===== src/design/http_request_framer_defines.svh =====
// Assertion macros for the request framer.
`ifndef HTTP_REQUEST_FRAMER_DEFINES_SVH
`define HTTP_REQUEST_FRAMER_DEFINES_SVH

// Same-cycle implication, off while in reset.
`define HRF_ASSERT_NOW(label, ante, cons, msg) \
  label: assert property (@(posedge clk) disable iff (!rst_n) (ante) |-> (cons)) \
    else $error(msg);

// Next-cycle implication, off while in reset.
`define HRF_ASSERT_NEXT(label, ante, cons, msg) \
  label: assert property (@(posedge clk) disable iff (!rst_n) (ante) |=> (cons)) \
    else $error(msg);

`endif


===== src/design/hrf_pkg.sv =====
// Types, codes and constants of the request framer.
`default_nettype none

package hrf_pkg;

  localparam int LEN_BITS_DEF = 32;
  localparam int BODY_LEN_W   = 32;
  localparam int NAME_LEN     = 14;

  localparam logic [7:0] CH_CR    = 8'h0D;
  localparam logic [7:0] CH_LF    = 8'h0A;
  localparam logic [7:0] CH_COLON = 8'h3A;
  localparam logic [7:0] CH_SPACE = 8'h20;
  localparam logic [7:0] CH_0     = 8'h30;
  localparam logic [7:0] CH_9     = 8'h39;

  typedef enum logic [3:0] {
    PH_METHOD  = 4'd0,
    PH_URL     = 4'd1,
    PH_VERSION = 4'd2,
    PH_LINE_LF = 4'd3,
    PH_NAME    = 4'd4,
    PH_VALUE   = 4'd5,
    PH_DIGITS  = 4'd6,
    PH_END_LF  = 4'd7,
    PH_BODY    = 4'd8
  } phase_t;

  typedef enum logic [2:0] {
    CL_METHOD  = 3'd0,
    CL_URL     = 3'd1,
    CL_VERSION = 3'd2,
    CL_NAME    = 3'd3,
    CL_VALUE   = 3'd4,
    CL_BODY    = 3'd5,
    CL_SEP     = 3'd6,
    CL_DROP    = 3'd7
  } byte_class_t;

  // "Content-Length", one character per position
  function automatic logic [7:0] length_name_char(input logic [3:0] pos);
    logic [7:0] ch;
    unique case (pos)
      4'd0:    ch = 8'h43; // C
      4'd1:    ch = 8'h6F; // o
      4'd2:    ch = 8'h6E; // n
      4'd3:    ch = 8'h74; // t
      4'd4:    ch = 8'h65; // e
      4'd5:    ch = 8'h6E; // n
      4'd6:    ch = 8'h74; // t
      4'd7:    ch = 8'h2D; // -
      4'd8:    ch = 8'h4C; // L
      4'd9:    ch = 8'h65; // e
      4'd10:   ch = 8'h6E; // n
      4'd11:   ch = 8'h67; // g
      4'd12:   ch = 8'h74; // t
      4'd13:   ch = 8'h68; // h
      default: ch = 8'h00;
    endcase
    return ch;
  endfunction

endpackage

`default_nettype wire


===== src/design/hrf_if.sv =====
// Stream interfaces for request bytes in and tagged bytes out.
`default_nettype none

interface hrf_in_if;
  logic       valid;
  logic       ready;
  logic [7:0] in_byte;

  modport source (output valid, output in_byte, input ready);
  modport sink (input valid, input in_byte, output ready);
endinterface

interface hrf_out_if;
  logic                          valid;
  logic                          ready;
  logic [7:0]                    out_byte;
  logic [2:0]                    byte_class;
  logic                          request_done;
  logic                          request_aborted;
  logic [hrf_pkg::BODY_LEN_W-1:0] body_length;

  modport source (output valid, output out_byte, output byte_class, output request_done,
                  output request_aborted, output body_length, input ready);
  modport sink (input valid, input out_byte, input byte_class, input request_done,
                input request_aborted, input body_length, output ready);
endinterface

`default_nettype wire


===== src/design/http_request_framer.sv =====
// Request framer top level: parse state machine and output register.
// Each accepted byte's tagged result is held in the output register.
// Throughput: one byte per cycle unless the sink stalls; single parse pass per byte.
// Input ready is high when the output register is empty or being drained this cycle.
// Reset (rst_n low, synchronous) returns the parser to the method field and
// empties the output register.
`default_nettype none
`include "http_request_framer_defines.svh"

module http_request_framer #(
  parameter int LEN_BITS = hrf_pkg::LEN_BITS_DEF
) (
  input  wire logic  clk,
  input  wire logic  rst_n,
  hrf_in_if.sink     in_ch,
  hrf_out_if.source  out_ch
);

  // Parse state
  hrf_pkg::phase_t       phase_r, phase_nxt;
  logic [3:0]            name_pos_r, name_pos_nxt;
  logic                  name_is_len_r, name_is_len_nxt;
  logic                  len_seen_r, len_seen_nxt;
  logic [LEN_BITS-1:0]   len_value_r, len_value_nxt;
  logic                  len_valid_r, len_valid_nxt;
  logic                  trail_space_r, trail_space_nxt;
  logic [LEN_BITS-1:0]   body_cnt_r, body_cnt_nxt;

  // Output register
  logic                          out_valid_r, out_valid_nxt;
  logic [7:0]                    out_byte_r;
  hrf_pkg::byte_class_t          out_class_r;
  logic                          out_done_r;
  logic                          out_abort_r;
  logic [hrf_pkg::BODY_LEN_W-1:0] out_blen_r;

  // Per-byte results
  hrf_pkg::byte_class_t          cls;
  logic                          done;
  logic                          aborted;
  logic [hrf_pkg::BODY_LEN_W-1:0] blen;

  logic                          in_acc;
  logic [7:0]                    c;
  logic [7:0]                    digit_diff;
  logic [3:0]                    digit;
  logic                          is_digit;
  logic [LEN_BITS+3:0]           len_ext;
  logic [LEN_BITS+3:0]           len_times10;
  logic                          len_ovf;
  logic [LEN_BITS-1:0]           body_cnt_inc;
  logic [hrf_pkg::BODY_LEN_W+LEN_BITS-1:0] len_zext;

  // Byte is taken whenever the result slot is free or frees this cycle
  assign in_ch.ready = !out_valid_r || out_ch.ready;
  assign in_acc      = in_ch.valid && in_ch.ready;
  assign c           = in_ch.in_byte;

  // Decimal accumulate: value*10 + digit, overflow when any bit above LEN_BITS is set
  assign digit_diff  = c - hrf_pkg::CH_0;
  assign digit       = digit_diff[3:0];
  assign is_digit    = (c >= hrf_pkg::CH_0) && (c <= hrf_pkg::CH_9);
  assign len_ext     = {4'b0000, len_value_r};
  assign len_times10 = (len_ext << 3) + (len_ext << 1) + (LEN_BITS+4)'(digit);
  assign len_ovf     = |len_times10[LEN_BITS+3:LEN_BITS];

  assign body_cnt_inc = body_cnt_r + LEN_BITS'(1);

  // Low 32 bits of the length, zero-extended when LEN_BITS is narrower
  assign len_zext = {{hrf_pkg::BODY_LEN_W{1'b0}}, len_value_r};

  always_ff @(posedge clk) begin
    if (!rst_n) begin
      phase_r       <= hrf_pkg::PH_METHOD;
      name_pos_r    <= '0;
      name_is_len_r <= 1'b0;
      len_seen_r    <= 1'b0;
      len_value_r   <= '0;
      len_valid_r   <= 1'b0;
      trail_space_r <= 1'b0;
      body_cnt_r    <= '0;
    end else if (in_acc) begin
      phase_r       <= phase_nxt;
      name_pos_r    <= name_pos_nxt;
      name_is_len_r <= name_is_len_nxt;
      len_seen_r    <= len_seen_nxt;
      len_value_r   <= len_value_nxt;
      len_valid_r   <= len_valid_nxt;
      trail_space_r <= trail_space_nxt;
      body_cnt_r    <= body_cnt_nxt;
    end
  end

  always_comb begin
    phase_nxt       = phase_r;
    name_pos_nxt    = name_pos_r;
    name_is_len_nxt = name_is_len_r;
    len_seen_nxt    = len_seen_r;
    len_value_nxt   = len_value_r;
    len_valid_nxt   = len_valid_r;
    trail_space_nxt = trail_space_r;
    body_cnt_nxt    = body_cnt_r;
    cls             = hrf_pkg::CL_SEP;
    done            = 1'b0;
    aborted         = 1'b0;
    blen            = '0;

    unique case (phase_r)
      // Request line: spaces split method/url, CR ends the version
      hrf_pkg::PH_METHOD: begin
        if (c == hrf_pkg::CH_SPACE) phase_nxt = hrf_pkg::PH_URL;
        else cls = hrf_pkg::CL_METHOD;
      end
      hrf_pkg::PH_URL: begin
        if (c == hrf_pkg::CH_SPACE) phase_nxt = hrf_pkg::PH_VERSION;
        else cls = hrf_pkg::CL_URL;
      end
      hrf_pkg::PH_VERSION: begin
        if (c == hrf_pkg::CH_CR) phase_nxt = hrf_pkg::PH_LINE_LF;
        else cls = hrf_pkg::CL_VERSION;
      end
      // LF after a line's CR; anything else throws the request away
      hrf_pkg::PH_LINE_LF: begin
        if (c == hrf_pkg::CH_LF) begin
          phase_nxt       = hrf_pkg::PH_NAME;
          name_pos_nxt    = '0;
          name_is_len_nxt = 1'b1;
        end else begin
          cls             = hrf_pkg::CL_DROP;
          aborted         = 1'b1;
          phase_nxt       = hrf_pkg::PH_METHOD;
          name_pos_nxt    = '0;
          name_is_len_nxt = 1'b0;
          len_seen_nxt    = 1'b0;
          len_value_nxt   = '0;
          len_valid_nxt   = 1'b0;
          trail_space_nxt = 1'b0;
          body_cnt_nxt    = '0;
        end
      end
      // Header name, matched against Content-Length as it streams past
      hrf_pkg::PH_NAME: begin
        if (c == hrf_pkg::CH_COLON) begin
          name_is_len_nxt = name_is_len_r && (name_pos_r == 4'(hrf_pkg::NAME_LEN));
          if (name_is_len_nxt) begin
            len_valid_nxt   = !len_seen_r;   // a repeat spoils the length
            len_seen_nxt    = 1'b1;
            len_value_nxt   = '0;
            trail_space_nxt = 1'b0;
          end
          phase_nxt = hrf_pkg::PH_VALUE;
        end else if (c == hrf_pkg::CH_CR) begin
          phase_nxt = hrf_pkg::PH_END_LF;
        end else begin
          cls = hrf_pkg::CL_NAME;
          if (name_is_len_r) begin
            if (name_pos_r < 4'(hrf_pkg::NAME_LEN) &&
                hrf_pkg::length_name_char(name_pos_r) == c) begin
              name_pos_nxt = name_pos_r + 4'd1;
            end else begin
              name_is_len_nxt = 1'b0;
            end
          end
        end
      end
      // Header value; for Content-Length, strict decimal with space trimming
      hrf_pkg::PH_VALUE, hrf_pkg::PH_DIGITS: begin
        if (c == hrf_pkg::CH_CR) begin
          if (name_is_len_r && phase_r == hrf_pkg::PH_VALUE) len_valid_nxt = 1'b0;
          phase_nxt = hrf_pkg::PH_LINE_LF;
        end else begin
          cls = hrf_pkg::CL_VALUE;
          if (name_is_len_r) begin
            if (c == hrf_pkg::CH_SPACE) begin
              if (phase_r == hrf_pkg::PH_DIGITS) trail_space_nxt = 1'b1;
            end else if (is_digit) begin
              if (phase_r == hrf_pkg::PH_DIGITS) begin
                if (trail_space_r || len_value_r == '0 || len_ovf) len_valid_nxt = 1'b0;
                else len_value_nxt = len_times10[LEN_BITS-1:0];
              end else begin
                len_value_nxt = LEN_BITS'(digit);
                phase_nxt     = hrf_pkg::PH_DIGITS;
              end
            end else begin
              len_valid_nxt = 1'b0;
            end
          end
        end
      end
      // LF of the blank line: finish now unless a body follows
      hrf_pkg::PH_END_LF: begin
        if (c == hrf_pkg::CH_LF) begin
          if (!len_seen_r || (len_valid_r && len_value_r == '0)) begin
            done            = 1'b1;
            phase_nxt       = hrf_pkg::PH_METHOD;
            name_pos_nxt    = '0;
            name_is_len_nxt = 1'b0;
            len_seen_nxt    = 1'b0;
            len_value_nxt   = '0;
            len_valid_nxt   = 1'b0;
            trail_space_nxt = 1'b0;
            body_cnt_nxt    = '0;
          end else begin
            body_cnt_nxt = '0;
            phase_nxt    = hrf_pkg::PH_BODY;
          end
        end else begin
          cls             = hrf_pkg::CL_DROP;
          aborted         = 1'b1;
          phase_nxt       = hrf_pkg::PH_METHOD;
          name_pos_nxt    = '0;
          name_is_len_nxt = 1'b0;
          len_seen_nxt    = 1'b0;
          len_value_nxt   = '0;
          len_valid_nxt   = 1'b0;
          trail_space_nxt = 1'b0;
          body_cnt_nxt    = '0;
        end
      end
      // Body: count bytes; with a bad length this never ends
      hrf_pkg::PH_BODY: begin
        cls          = hrf_pkg::CL_BODY;
        body_cnt_nxt = body_cnt_inc;
        if (len_valid_r && body_cnt_inc == len_value_r) begin
          done            = 1'b1;
          blen            = len_zext[hrf_pkg::BODY_LEN_W-1:0];
          phase_nxt       = hrf_pkg::PH_METHOD;
          name_pos_nxt    = '0;
          name_is_len_nxt = 1'b0;
          len_seen_nxt    = 1'b0;
          len_value_nxt   = '0;
          len_valid_nxt   = 1'b0;
          trail_space_nxt = 1'b0;
          body_cnt_nxt    = '0;
        end
      end
      // Unused phase codes recover to a fresh request
      default: begin
        cls             = hrf_pkg::CL_DROP;
        phase_nxt       = hrf_pkg::PH_METHOD;
        name_pos_nxt    = '0;
        name_is_len_nxt = 1'b0;
        len_seen_nxt    = 1'b0;
        len_value_nxt   = '0;
        len_valid_nxt   = 1'b0;
        trail_space_nxt = 1'b0;
        body_cnt_nxt    = '0;
      end
    endcase
  end

  // Result register: holds a transaction until the sink takes it
  assign out_valid_nxt = in_acc || (out_valid_r && !out_ch.ready);

  always_ff @(posedge clk) begin
    if (!rst_n) begin
      out_valid_r <= 1'b0;
    end else begin
      out_valid_r <= out_valid_nxt;
    end
  end

  always_ff @(posedge clk) begin
    if (in_acc) begin
      out_byte_r  <= c;
      out_class_r <= cls;
      out_done_r  <= done;
      out_abort_r <= aborted;
      out_blen_r  <= blen;
    end
  end

  assign out_ch.valid           = out_valid_r;
  assign out_ch.out_byte        = out_byte_r;
  assign out_ch.byte_class      = out_class_r;
  assign out_ch.request_done    = out_done_r;
  assign out_ch.request_aborted = out_abort_r;
  assign out_ch.body_length     = out_blen_r;

  `HRF_ASSERT_NOW(a_done_abort_excl, out_valid_r, !(out_done_r && out_abort_r), "done and aborted together")
  `HRF_ASSERT_NOW(a_abort_is_drop, out_valid_r && out_abort_r, out_class_r == hrf_pkg::CL_DROP, "abort not tagged dropped")
  `HRF_ASSERT_NOW(a_len_only_body, out_valid_r && out_blen_r != '0, out_done_r && out_class_r == hrf_pkg::CL_BODY, "length outside body end")
  `HRF_ASSERT_NOW(a_body_needs_len, phase_r == hrf_pkg::PH_BODY, len_seen_r, "body without Content-Length")
  `HRF_ASSERT_NEXT(a_accept_shows, in_acc, out_valid_r, "accepted byte gave no result")

endmodule

`default_nettype wire


===== src/flat_wrapper.sv =====
// flat-port wrapper written by rule: the top's interface ports become plain ports
module http_request_framer_flat 
#(
  parameter int LEN_BITS = hrf_pkg::LEN_BITS_DEF
)
  (clk, rst_n, in_ch_valid, in_ch_in_byte, in_ch_ready, out_ch_valid, out_ch_out_byte, out_ch_byte_class, out_ch_request_done, out_ch_request_aborted, out_ch_body_length, out_ch_ready);
  hrf_in_if in_ch_i ();
  hrf_out_if out_ch_i ();
  input  wire logic clk;
  input  wire logic rst_n;
  input wire logic [$bits(in_ch_i.valid)-1:0] in_ch_valid;
  input wire logic [$bits(in_ch_i.in_byte)-1:0] in_ch_in_byte;
  output wire logic [$bits(in_ch_i.ready)-1:0] in_ch_ready;
  output wire logic [$bits(out_ch_i.valid)-1:0] out_ch_valid;
  output wire logic [$bits(out_ch_i.out_byte)-1:0] out_ch_out_byte;
  output wire logic [$bits(out_ch_i.byte_class)-1:0] out_ch_byte_class;
  output wire logic [$bits(out_ch_i.request_done)-1:0] out_ch_request_done;
  output wire logic [$bits(out_ch_i.request_aborted)-1:0] out_ch_request_aborted;
  output wire logic [$bits(out_ch_i.body_length)-1:0] out_ch_body_length;
  input wire logic [$bits(out_ch_i.ready)-1:0] out_ch_ready;
  assign in_ch_i.valid = in_ch_valid;
  assign in_ch_i.in_byte = in_ch_in_byte;
  assign in_ch_ready = in_ch_i.ready;
  assign out_ch_valid = out_ch_i.valid;
  assign out_ch_out_byte = out_ch_i.out_byte;
  assign out_ch_byte_class = out_ch_i.byte_class;
  assign out_ch_request_done = out_ch_i.request_done;
  assign out_ch_request_aborted = out_ch_i.request_aborted;
  assign out_ch_body_length = out_ch_i.body_length;
  assign out_ch_i.ready = out_ch_ready;
  http_request_framer #(.LEN_BITS(LEN_BITS)) u_core (.clk(clk), .rst_n(rst_n), .in_ch(in_ch_i), .out_ch(out_ch_i));
endmodule

===== config.mk =====
export PLATFORM = sky130hd
export DESIGN_NAME = http_request_framer_flat
export DESIGN_NICKNAME = d
export VERILOG_FILES = /design/src/design/hrf_pkg.sv /design/src/design/hrf_if.sv /design/src/design/http_request_framer.sv /design/src/flat_wrapper.sv
export VERILOG_INCLUDE_DIRS = /design/src /design/src/design
export SDC_FILE = /design/constraint.sdc
export NUM_CORES = 1
export LEC_CHECK = 0
export BUFFER_PORTS_ARGS = -buffer_cell sky130_fd_sc_hd__buf_2
export CORE_ASPECT_RATIO = 2
export CORE_MARGIN = 1.5
export CORE_UTILIZATION = 56
export CTS_CLUSTER_SIZE = 14
export DETAILED_ROUTE_END_ITERATION = 6
export PLACE_DENSITY = 0.78
export SETUP_SLACK_MARGIN = 0.3
export SLEW_MARGIN = 30
export SYNTH_ARGS = -nofsm -noshare
export SYNTH_HDL_FRONTEND = slang
export SYNTH_SLANG_ARGS = --single-unit

===== constraint.sdc =====
create_clock -name clk -period 4.4 [get_ports clk]
set_clock_uncertainty 0.2 [all_clocks]
set_input_delay 0.66 -clock clk [delete_from_list [all_inputs] [get_ports clk]]
set_output_delay 0.66 -clock clk [all_outputs]
set_load 0.1 [all_outputs]

==> reports/results.txt, run 1 <==
By area, the combinational part of the netlist is dominated by simple AND/OR/NAND/NOR gates. In the final routing, the length of wire on met1 measures 10790 um. The number of antenna violations at the first check in global routing was 0. The number of setup violations in the final report is 0, and the reported leakage power is 4.717 nW.

In this run the worst setup path begins at u_core.len_value_r[6]. The logs give 0 ns for the sum of negative setup slack and 33.41% for the total global routing track utilization. Yosys printed 0 warnings.

From synthesis to final layout, the design area changed by 19.83%. Counting the fill cells in the layout gives 1274. For the worst-skew pair, the clock arrives at the later sink with an insertion delay of 0.43 ns.

For this run, the leading register cell type out of synthesis is dfxtp_1. Summed over its instances, the top area cell type makes up 18.36% of the synthesized netlist area. The tool flagged a number of max-cap violations equal to 0. The width of the die is 93.44 um. By count the netlist is led by a21oi_1 (87), dfxtp_1 (84), nor2_1 (81), ha_1 (72), o21ai_0 (66).

The number of inserted diodes came out at 0. The post-route netlist has 20.48% of its cells at a drive strength greater than 1. The run gives 8.6% as the share of total power in combinational logic. Entering global routing, the biggest net connects 50 pins.

The clock network is responsible for 48.8% of the overall power. The tools report the root buffer selected by CTS as clkbuf_16. In this run the critical register-to-register path is launched from u_core.len_value_r[6]. Counting flops with a built-in enable in the synthesized netlist gives 45. H-tree level count: 4. Starting density of the core: 56.89%. Summed over all nets, wire length on met3 after detailed routing comes to 1940 um. The fraction of the yosys area taken by sequential cells was 33.11%. The min-delay analysis places its worst path in the category in -> reg.

Buffers placed on the I/O ports in this run total 58. The die covers 17180 um^2. The run gives 0.2377 GHz as the highest clock frequency the design can meet. The routed design has 28350 um of wire.

In this run the tightest slew margin relative to its limit is 56.03%. The category of the worst setup path capture point was a register. The logs give 1.015 for the routability congestion estimate from global placement and -0.3601 ns for the post-place setup slack. The first global-routing pass estimated 44930 um of wire.

The slew at the pin closest to its max-slew limit was 0.6595 ns; the netlist area before placement was 9161 um^2. The flop and latch count out of synthesis is 129. The highest metal layer used by the detailed router was met4. The maximum root-to-sink buffer count is 2.

Setup repair after global routing could not meet its margin everywhere. The worst path uses 95.62% of the clock period. After routing the design area is 10980 um^2. The cell count after synthesis came out at 1055.

In this run, flip-flops and latches consume 42.6% of the power. The area used by sequential logic in the layout was 3049 um^2; the half-perimeter wire length of the detailed placement result was 19980 um. The mean instance size in the synthesized netlist came out at 8.684 um^2. Once placement finished, the instance area stood at 9975 um^2. For this block, the initial DRC count from the detailed router was 796. Summing the areas of all compound-gate instances in the mapped netlist gives 22.14% of the synthesized area. The synthesized netlist devotes 22.32% of its cell area to simple gates. dfxtp_1 takes more of the synthesized area than any other cell.

For the number of nets in the synthesized netlist, the log shows 1141. The highest fanout seen on the critical path is 15. The final layout contains 1245 nets. The routed design uses 13860 um of met2 wire. The overall die height came out at 183.9 um.

For the number of global-route vias before repair, the log shows 8766. The post-synthesis share of cell area spent on full adders, half adders and majority gates was 10.27%. The clock drives 129 sinks.

The mean routed wirelength per cell came out at 20.61 um. The run finished with clean final reports. The final number of hold-violating endpoints was 0; the CTS buffer count was 17. For this block, the via count after detailed routing is 9029. Pin placement for this block handled 59 I/O pins. Across the VDD grid, the largest voltage drop is 0.0002423 V.

The clock edge transition at the registers on the reported setup and hold paths came out at 0.06 ns. The total area inside the core boundary comes to 16100 um^2. The switching power summed over all nets was 788.0 uW. The number of placed instances, taps included, is 1327.

TritonCTS built the clock tree. STA puts the critical path data required time at 4.51 ns. After synthesis, the netlist uses 83 different library cells. The internal portion of the total power is 2.171 mW. The most repeated cell in the gate-level netlist after synthesis is a21oi_1. Post-synthesis xor/xnor area fraction: 7.075%. Data arrives at the worst endpoint at 4.32 ns. The post-layout minimum cycle time came out at 4.207 ns.

The run gives 0 as the number of nets with antenna violations after detailed routing. The initialized floorplan defines 66 standard-cell rows. The power per standard cell area works out to 269.5 nW/um^2. The detailed-routing iteration count for the pre-antenna-repair pass was 5; the share of cell area taken by muxes after synthesis was 1.052%. Ranked by total cell area, the synthesized netlist is headed by dfxtp_1 (18%), edfxtp_1 (15%), ha_1 (9.8%). The total grt overflow was 0. The post-detailed-route via-to-cell ratio works out to 6.562.

Worst min-delay path startpoint: in_ch_in_byte[7]. The fraction of power spent switching nets was 26.64%; the area used by multi-input combinational logic was 5981 um^2. The logs give 0 for the remaining design rule violation count and 0 for the number of max-slew violations in the final report.

After the flow finishes, the layout carries non-filler instances totaling 1376. Of all flip-flops after synthesis, the portion carrying an async set or reset was 0%. For the final setup slack of the worst path, the log shows 0.1926 ns. The worst setup path is of the reg -> reg kind. The worst setup path is launched from a register.
## registers in the layout, summed over array words and instances (netlist names), named ones only
name	flops
u_core.out_ch.out_byte	8
u_core.body_cnt_r	32
u_core.trail_space_r	1
u_core.out_ch.body_length	32
u_core.len_value_r	32
u_core.phase_r	4
u_core.len_seen_r	1
u_core.out_ch.request_done	1
u_core.len_valid_r	1
u_core.out_ch.valid	1
u_core.out_ch.byte_class	3
u_core.name_pos_r	4
u_core.out_ch.request_aborted	1
u_core.name_is_len_r	1
## logic make-up (layout without fill, tap and decap cells)
group,after synthesis,in the layout
buffers and inverters,84,201
XOR/XNOR,74,74
AND/OR/NAND/NOR,375,375
multiplexers,9,9
AO/OA/AOI/OAI,310,310
flip-flops,129,129
adder cells (fa/ha/maj),74,74
## metrics by stage
| step | util [%] | hold slack [ns] | total power, mW |
|---|---|---|---|
| after floorplan | - | 0.2406 | 1.479 |
| after global placement | 61.94 | 0.2547 | 1.526 |
| after detailed placement | 61.94 | 0.2628 | 1.529 |
| after CTS | 66.88 | 0.2384 | 2.958 |
| after global routing | 68.17 | 0.2548 | 3.019 |
| final | 68.17 | 0.2572 | 2.959 |
## timing repair
item	4_1_cts	5_1_grt
endpoints found under the setup margin	35	71
hold buffers	0	0
gates resized for setup	20	51
pin swaps	9	11
buffers inserted	12	4
gates cloned	1	0
## layout make-up
class | instances | area share, %
clock buffer | 24 | 4.981
timing repair buffer | 138 | 8.742
sequential | 129 | 27.78
multi-input combinational | 842 | 54.48
clock inverter | 8 | 0.5471
inverter | 31 | 1.151
tap | 204 | 2.325
## placed cells by master, fill, tap and decap left out, drive strengths merged, types with 4 or more instances in the layout
| cell | n |
|---|---|
| dfxtp | 84 |
| a2111oi | 6 |
| a21oi | 87 |
| o211ai | 7 |
| or3 | 19 |
| o21a | 11 |
| nor2b | 14 |
| nor3 | 28 |
| nor4 | 17 |
| o21bai | 6 |
| and2 | 43 |
| nor4b | 4 |
| or2 | 5 |
| a22oi | 14 |
| clkinv | 5 |
| nand3 | 24 |
| a31oi | 16 |
| and3 | 15 |
| buf | 138 |
| and4 | 10 |
| a21o | 18 |
| mux2i | 7 |
| ha | 72 |
| nand2 | 61 |
| or4 | 8 |
| a211oi | 10 |
| o21ai | 69 |
| a22o | 21 |
| edfxtp | 45 |
| nand4 | 22 |
| clkbuf | 24 |
| inv | 32 |
| xor2 | 30 |
| nand3b | 6 |
| o22ai | 4 |
| xnor2 | 44 |
| nor2 | 83 |
| nand2b | 10 |
## critical path, cell delays in order (launching register included)
cell and delay (ns):
dfxtp_1 0.52, ha_1 0.29, ha_1 0.36, a2111oi_1 0.56, o211ai_1 0.23, nand2_1 0.15
o22ai_1 0.13, or3b_1 0.41, buf_4 0.16, inv_1 0.07, o31ai_1 0.10, a31o_2 0.26
and4_4 0.21, and2_4 0.21, a22o_1 0.19
## path summary, 6_finish.rpt
| path | end | slack (ns) | cells after the start |
|---|---|---|---|
| worst max register to register | u_core.len_value_r[28] | 0.19 | 14 |
| worst min register to register | u_core.len_valid_r | 0.28 | 2 |
| worst min-delay path | u_core.out_ch.out_byte[7] | 0.26 | 1 |
| worst max-delay path | u_core.len_value_r[28] | 0.19 | 14 |
## power groups by stage
| stage | logic, mW | registers (mW) | clock network, mW |
|---|---|---|---|
| 2_1_floorplan | 0.0354 | 1.44 | 0 |
| 3_3_place_gp | 0.240 | 1.29 | 0 |
| 3_5_place_dp | 0.243 | 1.29 | 0 |
| 4_1_cts | 0.253 | 1.26 | 1.44 |
| 5_1_grt | 0.262 | 1.26 | 1.50 |
| 6_report | 0.255 | 1.26 | 1.44 |
## layer usage
layer / vias up / global-route usage, %
li1: 4158 / -
met1: 4278 / 40.05
met2: 471 / 54.67
met3: 122 / 5.045
met4: 0 / 21.58
met5: - / 0
(Power assumes the default switching activity.)
==> run 2: changes to the inputs <==
CORE_MARGIN = unset   (was 1.5)
==> run 2 against run 1 <==
  * Die area down 1.6%
  * Sequential share of layout area down 0.66 points
  * Cell count up 2.5%
  * Clock power up 3%
  * Count of clock-buffer cells in the layout down 3
  * Critical path depth up 3
  * Cell area up 2.5%
  * Routed wire length up 11%
  * Non-clock buffer count up 36
  * Hold slack better by 0.026 ns
  * Sequential power about the same
  * Global-route usage up 4.5 points
==> reports/results.txt, run 2 (synthesis results as in run 1) <==
The ratio of cells with drive above 1 in the final layout is 22.91% (+2.4 points). The clock edge transition at the registers on the reported setup and hold paths was 0.06 ns (about the same); the net count of the finished layout was 1282 (+3.0%). The run gives 0 (unchanged) as the remaining design rule violation count. Data arrival at the endpoint of the critical path: 4.33 ns (about the same). The run finished with clean final reports.

The run gives 9310 (+3.1%) as the total vias in the final route. The tools report the total global routing track utilization as 37.89% (+4.5 points). The logs give 4.874 nW (+3.3%) for the reported leakage power and 129 (unchanged) for the number of sinks driven by the clock tree. The largest vdd supply drop was 0.0002321 V (-4.2%). Setup repair after global routing could not meet its margin everywhere.

Highest fanout seen on the critical path: 11 (-4). Latest clock arrival within the worst-skew pair: 0.43 ns (about the same). The sum of negative setup slack was 0 ns (unchanged); the share of total power in combinational logic was 8.3% (-0.3 points). For the cts-stage hold buffer count, the log shows 0 (unchanged). The kind of path behind the tightest hold check was in -> reg. For the final hold slack, the log shows 0.2833 ns (+0.02607 ns).

Slew at the pin closest to its max-slew limit: 0.9815 ns (+0.3220 ns). The first-pass GRT wire length is 48000 um (+6.9%). The fraction of power spent switching nets was 25.16% (-1.5 points). TritonCTS built the clock tree.

The run gives 0 (unchanged) as the number of inserted diodes. The post-layout minimum cycle time came out at 4.207 ns (-0.00003300 ns). The normalized max-slew margin was 33.96% (-22 points).

By startpoint and endpoint, the worst setup path is classified as in -> reg. The tools report the instance area after placement as 10300 um^2 (+3.3%). The library cell used most frequently in the layout, excluding fill and tap cells, is buf_4.

The final core utilization is 70.92% (+2.7 points), and the highest clock frequency the design can meet is 0.2377 GHz (about the same). Sum of routed wire length over all layers: 31390 um (+11%). Row count: 65 (-1.5%).

In the layout the commonest cells are buf_4 (107), a21oi_1 (85), nor2_1 (81). The tools report the data required time of the critical path as 4.52 ns (about the same). The worst setup path is captured at a register.

The number of cells after detailed placement was 1365 (+2.9%). The logs give 1410 (+2.5%) for the post-layout instance count excluding filler cells and 16910 um^2 (-1.6%) for the die area. The routability congestion estimate from global placement is 1.005 (-0.99%), and the number of setup violations in the final report is 0 (unchanged). The run gives 0 (unchanged) as the total of max-cap violations. The tools report the root buffer selected by CTS as clkbuf_16.

The ratio of final minimum period to clock period is 95.62% (about the same), and the growth of design area from synthesis to finish is 22.77%. The mean routed wirelength per cell is 22.26 um (+8.0%), and the starting density of the core is 57.77% (+0.88 points). The tools report the clock share of power as 49.8% (+1.0 points).

The logs give 17 (unchanged) for the CTS buffer count and 2.247 mW (+3.5%) for the internal power consumption. The iteration-0 DRC count of the detailed router was 658 (-17%); the number of nets with antenna violations after detailed routing was 0 (unchanged). The half-perimeter wire length of the detailed placement result is 23140 um (+16%), and the maximum root-to-sink buffer count is 2 (unchanged).

The final number of hold-violating endpoints was 0 (unchanged); the width of the die was 92.44 um (-1.1%). The power per standard cell area came out at 267.0 nW/um^2 (-0.93%). The largest net degree at the start of global routing came out at 50 (unchanged). The portion of total power attributed to sequential cells is 42.0% (-0.6 points), and the H-tree level count is 4 (unchanged). The run gives 9224 (+5.2%) as the number of global-route vias before repair. The overall die height was 182.9 um (-0.54%).

STA classifies the critical path startpoint as an input port. The detailed-routing iteration count for the pre-antenna-repair pass is 5 (unchanged). Core box area: 15860 um^2 (-1.5%). I/O pin count: 59 (unchanged). The post-detailed-route via-to-cell ratio is 6.603 (+0.63%), and the quantity of I/O buffers inserted on ports is 58 (unchanged). The number of antenna violations at the first check in global routing is 0 (unchanged). The logs give 755.4 uW (-4.1%) for the switching power summed over all nets and 1246 (-2.2%) for the number of filler instances in the final layout. Post-route cell area: 11250 um^2 (+2.5%).

The tools report the number of max-slew violations in the final report as 0 (unchanged). The total grt overflow came out at 0 (unchanged).
-- run 2: cell types whose count changed in the layout (fill, tap and decap cells not counted), sizes merged --
cell      before  now
buf          138  174
bufinv         0    4
clkbuf        24   21
inv           32   29
clkinvlp       2    4
and2          43   44
-- run 2: power groups by stage --
| stage | Clock [mW] | Combinational, mW | Sequential [mW] |
|---|---|---|---|
| 6_report | 1.49 | 0.248 | 1.26 |
| 5_1_grt | 1.55 | 0.254 | 1.26 |
| 4_1_cts | 1.50 | 0.245 | 1.26 |
| 3_5_place_dp | 0 | 0.242 | 1.29 |
| 3_3_place_gp | 0 | 0.239 | 1.29 |
| 2_1_floorplan | 0 | 0.0354 | 1.44 |
-- run 2: per-stage QoR --
| stage | power, mW | setup WS, ns |
|---|---|---|
| floorplan | 1.479 | -0.01620 |
| global placement | 1.525 | -0.2075 |
| detailed placement | 1.528 | -0.2740 |
| CTS | 3.005 | 0.2185 |
| global route | 3.065 | 0.1172 |
| finish | 3.003 | 0.1927 |
-- run 2: path summary, 6_finish.rpt --
path | start | endpoint | slack [ns] | cells after the start
setup / recovery | in_ch_in_byte[3] | u_core.len_value_r[12] | 0.19 | 17
hold / removal | in_ch_valid | u_core.out_ch.valid | 0.28 | 3
setup reg to reg | u_core.len_value_r[0] | u_core.len_value_r[12] | 0.23 | 16
hold reg to reg | u_core.out_ch.valid | u_core.out_ch.valid | 0.30 | 2
-- run 2: layer usage --
layer  vias to the layer above  global-route usage, %  share of wire (%)
met3                       223                  7.711                5.8
met2                       489                  69.04                 52
li1                       4222                      -                  -
met1                      4376                  34.16                 31
met5                         -                      0                  0
met4                         0                  34.25                 10
-- run 2: worst max-delay path: stages --
cell and delay, ns:
buf_8 0.08, clkinvlp_4 0.08, fa_1 0.56, inv_2 0.06
ha_4 0.24, a211o_1 0.29, a2111oi_2 0.33, or3_4 0.22
o221ai_4 0.10, o21a_1 0.23, or4_4 0.49, a2bb2oi_2 0.17
a31o_2 0.20, o21ai_2 0.06, and2_4 0.18, buf_8 0.14
a22o_1 0.23
-- run 2: cell type report --
class	count	area (um^2)	share of cell area (%)
well taps	201	251.5	2.236
multi-input cells	843	5963	53.02
clock inverters	11	162.7	1.446
clock buffers	21	450.4	4.005
flip-flops and latches	129	3049	27.11
inverters	31	126.4	1.124
repair buffers	174	1244	11.06
-- run 2: timing repair --
item,4_1_cts,5_1_grt
setup buffers,5,6
gates resized for setup,25,44
setup endpoints to repair,33,63
cloned,2,0
pin swaps,8,21
==> run 3: changes to the inputs <==
clock period = 3.8 ns   (was 4.4 ns; I/O delays follow)
==> run 3 against run 2 <==
  * The run now ends with design-rule violations, negative setup slack left
  * Global-route usage increased by 1.6 points
  * Sequential power increased by 16%
  * Sequential share of layout area decreased by 3.3 points
  * Utilization increased by 10 points
  * Combinational power is 19% higher
  * Non-clock buffer count up 109
  * Register-to-register slack worse by 0.72 ns
  * Cell area grew 14%
  * Die area unchanged
  * First-iteration DRC count grew 31%
  * Flip-flop and latch count did not move
  * Power grew 15%
  * Highest routed layer unchanged
==> reports/results.txt, run 3 (synthesis results as in run 1) <==
The run finished, with violations left. The checks that failed: design-rule violations, negative setup slack. The tools report the number of max-slew violations in the final report as 0 (unchanged). The tools report the largest vdd supply drop as 0.0002706 V (+17%). The half-perimeter wire length of the detailed placement result is 23010 um (-0.59%).

The tools report the data arrival at the endpoint of the critical path as 4.42 ns (+0.09 ns). The ratio of cells with drive above 1 in the final layout was 36.32% (+13 points). In the layout the commonest cells are buf_4 (192), a21oi_1 (74), dfxtp_1 (73). The reg2reg setup slack is -0.49 ns (-0.72 ns), and the first-pass GRT wire length is 50870 um (+6.0%).

Dividing the final minimum period by the clock period gives 112.9%. The post-layout instance count excluding filler cells was 1521 (+7.9%); the width of the die was 92.44 um (unchanged). The die area came out at 16910 um^2 (unchanged).

The final core utilization came out at 81.10% (+10 points). The slew at the pin closest to its max-slew limit is 1.169 ns (+0.1873 ns). Setup repair after global routing could not meet its margin everywhere. The final hold slack was 0.1414 ns (-0.1419 ns); the sum of routed wire length over all layers was 37080 um (+18%). The critical path class is reg -> reg.

The post-detailed-route via-to-cell ratio was 6.808 (+3.1%). For the latest clock arrival within the worst-skew pair, the log shows 0.45 ns (+0.02 ns). The total grt overflow is 0 (unchanged). The tools report the routability congestion estimate from global placement as 0.9780 (-2.7%). The smallest clock period supported by the final layout is computed as 4.291 ns. The tools report the total global routing track utilization as 39.45% (+1.6 points). The run gives 7 (+2) as the detailed-routing iteration count for the pre-antenna-repair pass. The run gives 15860 um^2 (unchanged) as the core box area. The highest fanout seen on the critical path works out to 11 (unchanged). The run gives 1453 (+6.4%) as the number of cells after detailed placement.

The maximum root-to-sink buffer count was 2 (unchanged). The power per standard cell area is 269.1 nW/um^2 (+0.80%). The overall die height is 182.9 um (unchanged), and the sum of negative setup slack is -16.29 ns (-16.29 ns). Based on the critical path, the design can be clocked at up to 0.2331 GHz. The area growth from synthesis to layout is 40.40%. The H-tree level count is 4 (unchanged), and the number of setup violations in the final report is 67 (+67).

The tools report the net count of the finished layout as 1392 (+8.6%). The clock edge transition at the registers on the reported setup and hold paths works out to 0.07 ns (about the same). The number of sinks driven by the clock tree was 129 (unchanged). For the final number of hold-violating endpoints, the log shows 0 (unchanged). The kind of launch point of the worst setup path was a register. Reported leakage power: 5.712 nW (+17%). The run gives 50 (unchanged) as the largest net degree at the start of global routing. For the normalized max-slew margin, the log shows 21.80% (-12 points). The mean routed wirelength per cell was 24.38 um (+9.5%); the number of filler instances in the final layout was 913 (-27%). The data required time of the critical path is 3.93 ns (-0.59 ns), and the quantity of I/O buffers inserted on ports is 58 (unchanged). The total chip power is 3.461 mW (+15%), and the number of nets with antenna violations after detailed routing is 0 (unchanged).

I/O pin count: 59 (unchanged). TritonCTS built the clock tree. The total vias in the final route was 10355 (+11%). In this run the worst hold path is classified as in -> reg. For the starting density of the core, the log shows 57.77% (unchanged). The iteration-0 DRC count of the detailed router is 859 (+31%). Final setup slack of the worst path: -0.4908 ns (-0.6834 ns). CTS placed an instance of clkbuf_16 at the clock tree root.

The number of antenna violations at the first check in global routing was 1 (+1); the number of global-route vias before repair was 10070 (+9.2%). The row count is 65 (unchanged), and the CTS buffer count is 17 (unchanged). Remaining design rule violation count: 1 (+1). The worst setup path is captured at a register. Total of max-cap violations: 0 (unchanged). The leading cell type in the layout, fill and taps excluded is buf_4.
run 3: changes by cell type in the layout (fill, tap and decap cells not counted), moves of 14 or more:
cell,before,now
buf_4,107,192
nor2_4,0,16
o21ai_0,64,33
o21ai_2,1,17
o21ai_1,4,18
nor2_1,81,67
buf_6,4,20
run 3: cell type report:
cell class              count  area [um^2]  area share, %
inverters                  31        131.4          1.021
flip-flops and latches    129         3057          23.76
repair buffers            283         2217          17.24
well taps                 201        251.5          1.955
multi-input cells         844         6588          51.22
clock inverters             7        55.05         0.4280
clock buffers              25        560.5          4.358
diodes                      1        2.502        0.01946
run 3: metal layers:
metal / up-vias / track usage, % / part of all wire (%)
met5: - / 0 / 0
met3: 367 / 8.002 / 9.1
met4: 0 / 34.06 / 11
li1: 4470 / - / -
met2: 712 / 71.64 / 50
met1: 4806 / 36.44 / 31
run 3: what timing repair did:
item,in CTS,in global routing
buffers inserted,9,17
pin swaps,18,80
hold buffers,0,0
gates resized for setup,49,190
setup endpoints to repair,76,112
hold endpoints to repair,0,0
gates cloned,2,7
run 3: stage by stage:
step                area [um^2]  setup WS [ns]
floorplan                  9304        -0.5262
global placement          11060        -0.9084
detailed placement        11060         -1.023
CTS                       11920        -0.3640
global route              12860        -0.6363
finish                    12860        -0.4908
run 3: path summary, 6_finish.rpt:
path                         start                        end  cells past startpoint
min reg2reg     u_core.len_valid_r         u_core.len_valid_r                      2
max reg2reg  u_core.len_value_r[0]     u_core.len_value_r[23]                     17
max          u_core.len_value_r[0]     u_core.len_value_r[23]                     17
min               in_ch_in_byte[7]  u_core.out_ch.out_byte[7]                      1
run 3: worst max-delay path: stages (launching register included):
cell and delay, ns:
dfxtp_2 0.34, inv_2 0.04, fa_1 0.52, inv_2 0.06
ha_4 0.24, a211o_1 0.30, a2111oi_2 0.32, buf_4 0.18
or3_4 0.13, o221ai_4 0.10, o21a_1 0.25, or4_4 0.49
a2bb2oi_2 0.16, a31o_2 0.20, o21ai_2 0.07, and2_4 0.19
buf_8 0.14, a22o_1 0.24
run 3: power by group:
group          leakage, nW  internal, mW  switching (mW)  total (mW)
Clock                0.306          1.03           0.677        1.71
Combinational         4.28        0.0412           0.253       0.294
Sequential            1.13          1.45         0.00740        1.46
Total                 5.71          2.52           0.938        3.46
